===== src/sv/tcat_pkg.sv =====
`timescale 1ns / 1ps

package tcat_pkg;

  // Default coordinate width of the vertex fields
  localparam int COORD_BITS_DEF = 16;

  // Width of the alpha register
  localparam int ALPHA_BITS = 24;

  // Slice width of the partial-product multiplier and its depth in cycles
  localparam int MUL_CHUNK = 32;
  localparam int MUL_LAT   = 4;

endpackage


===== src/sv/tcat_mul.sv =====
`timescale 1ns / 1ps

module tcat_mul #(
  parameter int WA = 16,
  parameter int WB = 16,
  parameter int WP = 32
) (
  input  logic                 clk,
  input  logic                 en,
  input  logic signed [WA-1:0] a,
  input  logic signed [WB-1:0] b,
  output logic signed [WP-1:0] p
);

  import tcat_pkg::*;

  localparam int NA = (WA + MUL_CHUNK - 1) / MUL_CHUNK;
  localparam int NB = (WB + MUL_CHUNK - 1) / MUL_CHUNK;
  localparam int FW = (NA + NB) * MUL_CHUNK;

  logic [WA-1:0]             a_mag;
  logic [WB-1:0]             b_mag;
  logic [NA*MUL_CHUNK-1:0]   a_abs;
  logic [NB*MUL_CHUNK-1:0]   b_abs;
  logic                      neg1;
  logic                      neg2;
  logic                      neg3;
  logic [2*MUL_CHUNK-1:0]    pp [NA*NB];
  logic [FW-1:0]             sum_comb;
  logic [FW-1:0]             mag;

  assign a_mag = a[WA-1] ? WA'(~a + 1'b1) : WA'(a);
  assign b_mag = b[WB-1] ? WB'(~b + 1'b1) : WB'(b);

  // sum the shifted slice products
  always_comb begin
    sum_comb = '0;
    for (int i = 0; i < NA; i++) begin
      for (int j = 0; j < NB; j++) begin
        sum_comb = sum_comb + (FW'(pp[i*NB+j]) << (MUL_CHUNK * (i + j)));
      end
    end
  end

  always_ff @(posedge clk) begin
    if (en) begin
      a_abs <= (NA*MUL_CHUNK)'(a_mag);
      b_abs <= (NB*MUL_CHUNK)'(b_mag);
      neg1  <= a[WA-1] ^ b[WB-1];
      for (int i = 0; i < NA; i++) begin
        for (int j = 0; j < NB; j++) begin
          pp[i*NB+j] <= a_abs[i*MUL_CHUNK +: MUL_CHUNK] * b_abs[j*MUL_CHUNK +: MUL_CHUNK];
        end
      end
      neg2 <= neg1;
      mag  <= sum_comb;
      neg3 <= neg2;
      p    <= WP'(neg3 ? (~mag + 1'b1) : mag);
    end
  end

endmodule


===== config.mk =====
export PLATFORM = sky130hd
export DESIGN_NAME = tcat_mul
export DESIGN_NICKNAME = d
export VERILOG_FILES = /design/src/sv/tcat_pkg.sv /design/src/sv/tcat_mul.sv
export SDC_FILE = /design/constraint.sdc
export NUM_CORES = 1
export LEC_CHECK = 0
export ABC_CLOCK_PERIOD_IN_PS = 9360
export BUFFER_PORTS_ARGS = -buffer_cell sky130_fd_sc_hd__buf_4
export CORE_UTILIZATION = 40
export CTS_BUF_LIST = sky130_fd_sc_hd__clkbuf_16
export CTS_CLUSTER_DIAMETER = 50
export DETAILED_ROUTE_END_ITERATION = 8
export HOLD_SLACK_MARGIN = 0.06
export PLACE_DENSITY_LB_ADDON = 0.08
export SKIP_LAST_GASP = 1
export SLEW_MARGIN = 10
export SYNTH_ARGS = -nofsm -noshare
export SYNTH_HDL_FRONTEND = slang
export SYNTH_SLANG_ARGS = --single-unit

===== constraint.sdc =====
create_clock -name clk -period 9.36 [get_ports clk]
set_input_delay 1.872 -clock clk [delete_from_list [all_inputs] [get_ports clk]]
set_output_delay 1.872 -clock clk [all_outputs]
set_load 0.1 [all_outputs]

# ---- After elaboration in Yosys (flattened, before gate mapping)
# Memory sizes are Yosys's and may differ from the RTL's. A register that Yosys moved wholly into a read port is not among the register bits.
# Cells that the tools add are included.
dict set report totals {
  romBits 0
  latch_bits 0
  ramBits 32
  ff_bits 67
  memories 1
  input_bits 34
  word_cells 22
}
dict set report classes {
  n_eq_ne 0
  addsub 3
  reduce_logical 0
  muxes 5
  order_cmp 0
  n_div 0
  shifts 0
  bitwise_logic 4
  n_mul 1
}
# memory depth width rd rd_clocked_by_memory_dff write_ports line_no
set mem_list {}
lappend mem_list {pp 1 32 1 1 1 tcat_mul.sv:28} ;# logic [2*MUL_CHUNK-1:0] pp [NA*NB];
# operator count
set ops {}
lappend ops {{adder 16 x 1 -> 16 bit (second input constant)} 2}
lappend ops {{adder 32 x 1 -> 32 bit (second input constant)} 1}
lappend ops {{multiplier 16 x 16 -> 32 bit} 1}
lappend ops {{2-to-1 mux 32 bit} 1}
lappend ops {{inverter 16 bit} 2}
lappend ops {{inverter 32 bit} 1}
lappend ops {{2-to-1 mux 15 bit} 2}
lappend ops {{2-to-1 mux 1 bit} 2}
lappend ops {{bitwise XOR 1 bit} 1}

# ---- Depth between registers and ports, before layout
dict set report depth {
  ltp_word 3
  ltp_mapped 24
}

# ---- Worst setup path after synthesis
# Ideal clock, no wire load.
dict set report synth_timing {
  path_kind {flip-flop to flip-flop}
  startpoint {register a_abs[11]}
  endpoint {memory pp[0][25] (netlist bit), data pin}
  stages_incl_launch_ff 21
  slack_ns 3.487
  path_buffers 2
  required_time_ns 9.099
  arrival_ns 5.612
  cell_sequence {edfxtp_1 -> clkbuf_1 -> nand2_1 -> fa_1 -> inv_1 -> fa_1 -> fa_1 -> fa_1 -> fa_1 -> inv_1 -> fa_1 -> inv_1 -> ha_1 -> nand2_1 -> nor2_1 -> nand2_1 -> o31ai_1 -> or3_1 -> clkbuf_1 -> o2111ai_1 -> o2bb2ai_1}
}
dict set report synth_via {
  elab_chain_cells 1
}
# item line_no
set synth_rtl {}
lappend synth_rtl {{start: declaration} tcat_mul.sv:23} ;# logic [NA*MUL_CHUNK-1:0] a_abs;
lappend synth_rtl {{start signal: assignment} tcat_mul.sv:47} ;# a_abs <= (NA*MUL_CHUNK)'(a_mag);
lappend synth_rtl {{multiplier 16 x 16 -> 32 bit} tcat_mul.sv:52} ;# pp[i*NB+j] <= a_abs[i*MUL_CHUNK +: MUL_CHUNK] * b_abs[j*MUL_CHUNK +: MUL_CHUNK];
lappend synth_rtl {{end: declaration} tcat_mul.sv:28}
# Every way passes these cells.

# ---- Worst setup path after layout
dict set report layout_timing {
  startpoint {register b_abs[7]}
  endpoint {memory pp[0][25] (netlist bit), data pin}
}
dict set report layout_via {
  elab_chain_cells 1
}
# item line_no
set layout_rtl {}
lappend layout_rtl {{start: declaration} tcat_mul.sv:24} ;# logic [NB*MUL_CHUNK-1:0] b_abs;
lappend layout_rtl {{start signal: assignment} tcat_mul.sv:48} ;# b_abs <= (NB*MUL_CHUNK)'(b_mag);
lappend layout_rtl {{multiplier 16 x 16 -> 32 bit} tcat_mul.sv:52}
# Every way passes these cells.

==> impl_metrics.env <==
export IMPL_status="completed"
export IMPL_place_hpwl_mm=22.50
export IMPL_area_growth_pct=10.49
export IMPL_critPathArrivalTime_ns=6.80
export IMPL_antenna_left=0
export IMPL_clkLatencyLatePin_ns=0.43
export IMPL_synth_seq_area_share_pct=28.75
export IMPL_avgSynthCellArea_um2=10.49
export IMPL_grt_use_total_pct=17.45
export IMPL_slowest_delay_ns=0.76
export IMPL_synth_top_family_by_area="adder cells"
export IMPL_remaining_drc_errors=0
export IMPL_critPathMaxFanout=16
export IMPL_fillCellCount=3205
export IMPL_post_cts_buffers=0
export IMPL_worstPathCellList="nand2_1, fa_1, inv_1, fa_1, fa_1, fa_1, fa_1, inv_1, fa_1, inv_1, ha_1, nand2_1, nor2_1, nand2_1, o31ai_1, or3_1, o2111ai_1, o2bb2ai_1"
export IMPL_final_cell_mix="236 x inv_1, 194 x fa_1, 187 x nand2_1"
export IMPL_rows=67
export IMPL_postCtsHoldBufs=0
export IMPL_synthAdderAreaFrac_pct=38.16
export IMPL_die_h_um=187.0
export IMPL_drt_pre_antenna_iters=7
export IMPL_worstPathRequired_ns=9.53
export IMPL_grt_overflow=0
export IMPL_io_pins=66
export IMPL_yosysUniqueCellTypes=55
export IMPL_stdcell_area_um2=15120
export IMPL_clk_pin_slew_ns=0.06
export IMPL_synth_compound_area_share_pct=6.117
export IMPL_synthCells=1304
export IMPL_dieArea_um2=34950
export IMPL_synth_edf_count=131
export IMPL_syn_cell_area_um2=13680
export IMPL_grt_first_pass_wirelength_mm=47.45
export IMPL_drive_above_1_share_pct=8.021
export IMPL_cts_buffers_inserted=17
export IMPL_slew_violations=0
export IMPL_cts_buffer_depth=2
export IMPL_ys_flop_type="edfxtp_1"
export IMPL_portBuffers=65
export IMPL_vias_per_cell=4.820
export IMPL_grt_pass1_vias=9001
export IMPL_skew_ns=0.01580
export IMPL_dp_slack_ns=2.744
export IMPL_slew_headroom_pct=39.16
export IMPL_post_cts_resized=0
export IMPL_fp_dieW_um=187.0
export IMPL_cts_tree="done"
export IMPL_fmax_ghz=0.1509
export IMPL_start_util_pct=40.71
export IMPL_hold_viol=0
export IMPL_routabilityCongestion=0.8601
export IMPL_maxCapViolations=0
export IMPL_num_antenna_cells=0
export IMPL_synth_nets=1639
export IMPL_rsz0062_at_grt="no"
export IMPL_cts_root_buffer="clkbuf_16"
export IMPL_critPathKind="flop to flop"
export IMPL_setup_slack_ns=2.733
export IMPL_slowest_stage="edfxtp_1"
export IMPL_fin_util_pct=44.98
export IMPL_clock_sinks=131
export IMPL_vias=8709
export IMPL_finalSetupViolCount=0
export IMPL_cp_start_kind="flop"
export IMPL_grt_start_max_net_pins=74
export IMPL_endpoint_kind="flop"
export IMPL_dpl_cell_area_um2=14590
export IMPL_antenna_found_initial=0
export IMPL_wl_per_cell_um=16.08
export IMPL_ys_seq_elements=131
export IMPL_wl_mm=29.05
export IMPL_fin_crit_sh_pct=70.80
export IMPL_fin_tns_setup_ns=0
export IMPL_coreArea_um2=33620
export IMPL_htree_levels=4
export IMPL_final_common_cell="inv_1"
export IMPL_synth_xor_area_share_pct=5.248
export IMPL_fin_crit_ns=6.627
export IMPL_synthArstFlopShare_pct=0
export IMPL_synth_mux_area_share_pct=0.07315
export IMPL_worst_path_most_repeated_cell="fa_1"
export IMPL_yosys_warnings=0
export IMPL_drtIter0Drc=396
export IMPL_worstMarginPinSlew_ns=0.9126
export IMPL_nNetsFinal=1682
export IMPL_hold_path_class="flop to flop"
export IMPL_synth_simple_gate_area_share_pct=14.00
## per-stage QoR
step	hold slack, ns	instances
6_report	0.4173	1807
5_1_grt	0.4209	1807
4_1_cts	0.4190	1807
3_5_place_dp	0.4045	1776
3_3_place_gp	0.4006	1776
2_1_floorplan	0.4003	1304
## layout make-up
| cell class | count | area [um^2] | share of cell area (%) |
|---|---|---|---|
| clock buffers | 17 | 425.4 | 2.814 |
| clock inverters | 14 | 107.6 | 0.7117 |
| inverters | 236 | 885.9 | 5.859 |
| multi-input cells | 894 | 8703 | 57.56 |
| flip-flops and latches | 131 | 3934 | 26.02 |
| well taps | 448 | 560.5 | 3.707 |
| repair buffers | 67 | 503.0 | 3.327 |
## layer usage
metal	vias up	wire length [um]	GRT usage (%)
met5	-	0	0
met4	0	616	5.612
met3	35	1348	2.251
met2	219	12700	26.97
met1	4218	14390	25.43
li1	4237	-	-
## logic make-up after synthesis
family | count (synthesis)
DFF | 131
muxes | 1
and+or+nand+nor | 386
xor gates and xnor gates | 82
buffers and inverters | 279
AOI/OAI and AO/OA | 124
adders and majority gates | 301
## flip-flops by register name, summed over array words and instances (netlist names)
register and cells:
pp 32, neg2 1, mag 32, neg1 1, neg3 1, a_abs 16
b_abs 16, p 32
## worst max-delay path, delay by kind of cell (launching register included)
family          cells  cell delay, ns
compound gates      3            0.92
fa+ha+maj           7            3.55
buf+inv             3            0.14
flops               1            0.76
simple gates        5            0.98
## synth_stat cells (9+ instances only)
library cell | count | area, um^2
edfxtp_1 | 131 | 3934
nand2_1 | 187 | 701.9
xnor2_1 | 66 | 578.1
a21oi_1 | 27 | 135.1
ha_1 | 107 | 1339
nor2_1 | 23 | 86.33
xor2_1 | 16 | 140.1
o31ai_1 | 17 | 127.6
and2_1 | 113 | 706.9
nand3_1 | 9 | 45.04
or3_1 | 16 | 100.1
inv_1 | 236 | 885.9
a21o_1 | 12 | 90.09
o21ai_0 | 29 | 145.1
clkbuf_1 | 42 | 157.7
fa_1 | 194 | 3884
## worst paths after layout
kind / startpoint / end / slack [ns] / cells past startpoint
worst max-delay path: b_abs[7] / pp[0][25] / 2.73 / 18
worst min-delay path: pp[0][16] / mag[16] / 0.42 / 0
worst max register to register: b_abs[7] / pp[0][25] / 2.73 / 18
worst min register to register: pp[0][16] / mag[16] / 0.42 / 0
Power is left out: the tool's default activity adds up to more than one toggle a clock period on the data nets, which glitch-free logic cannot reach.
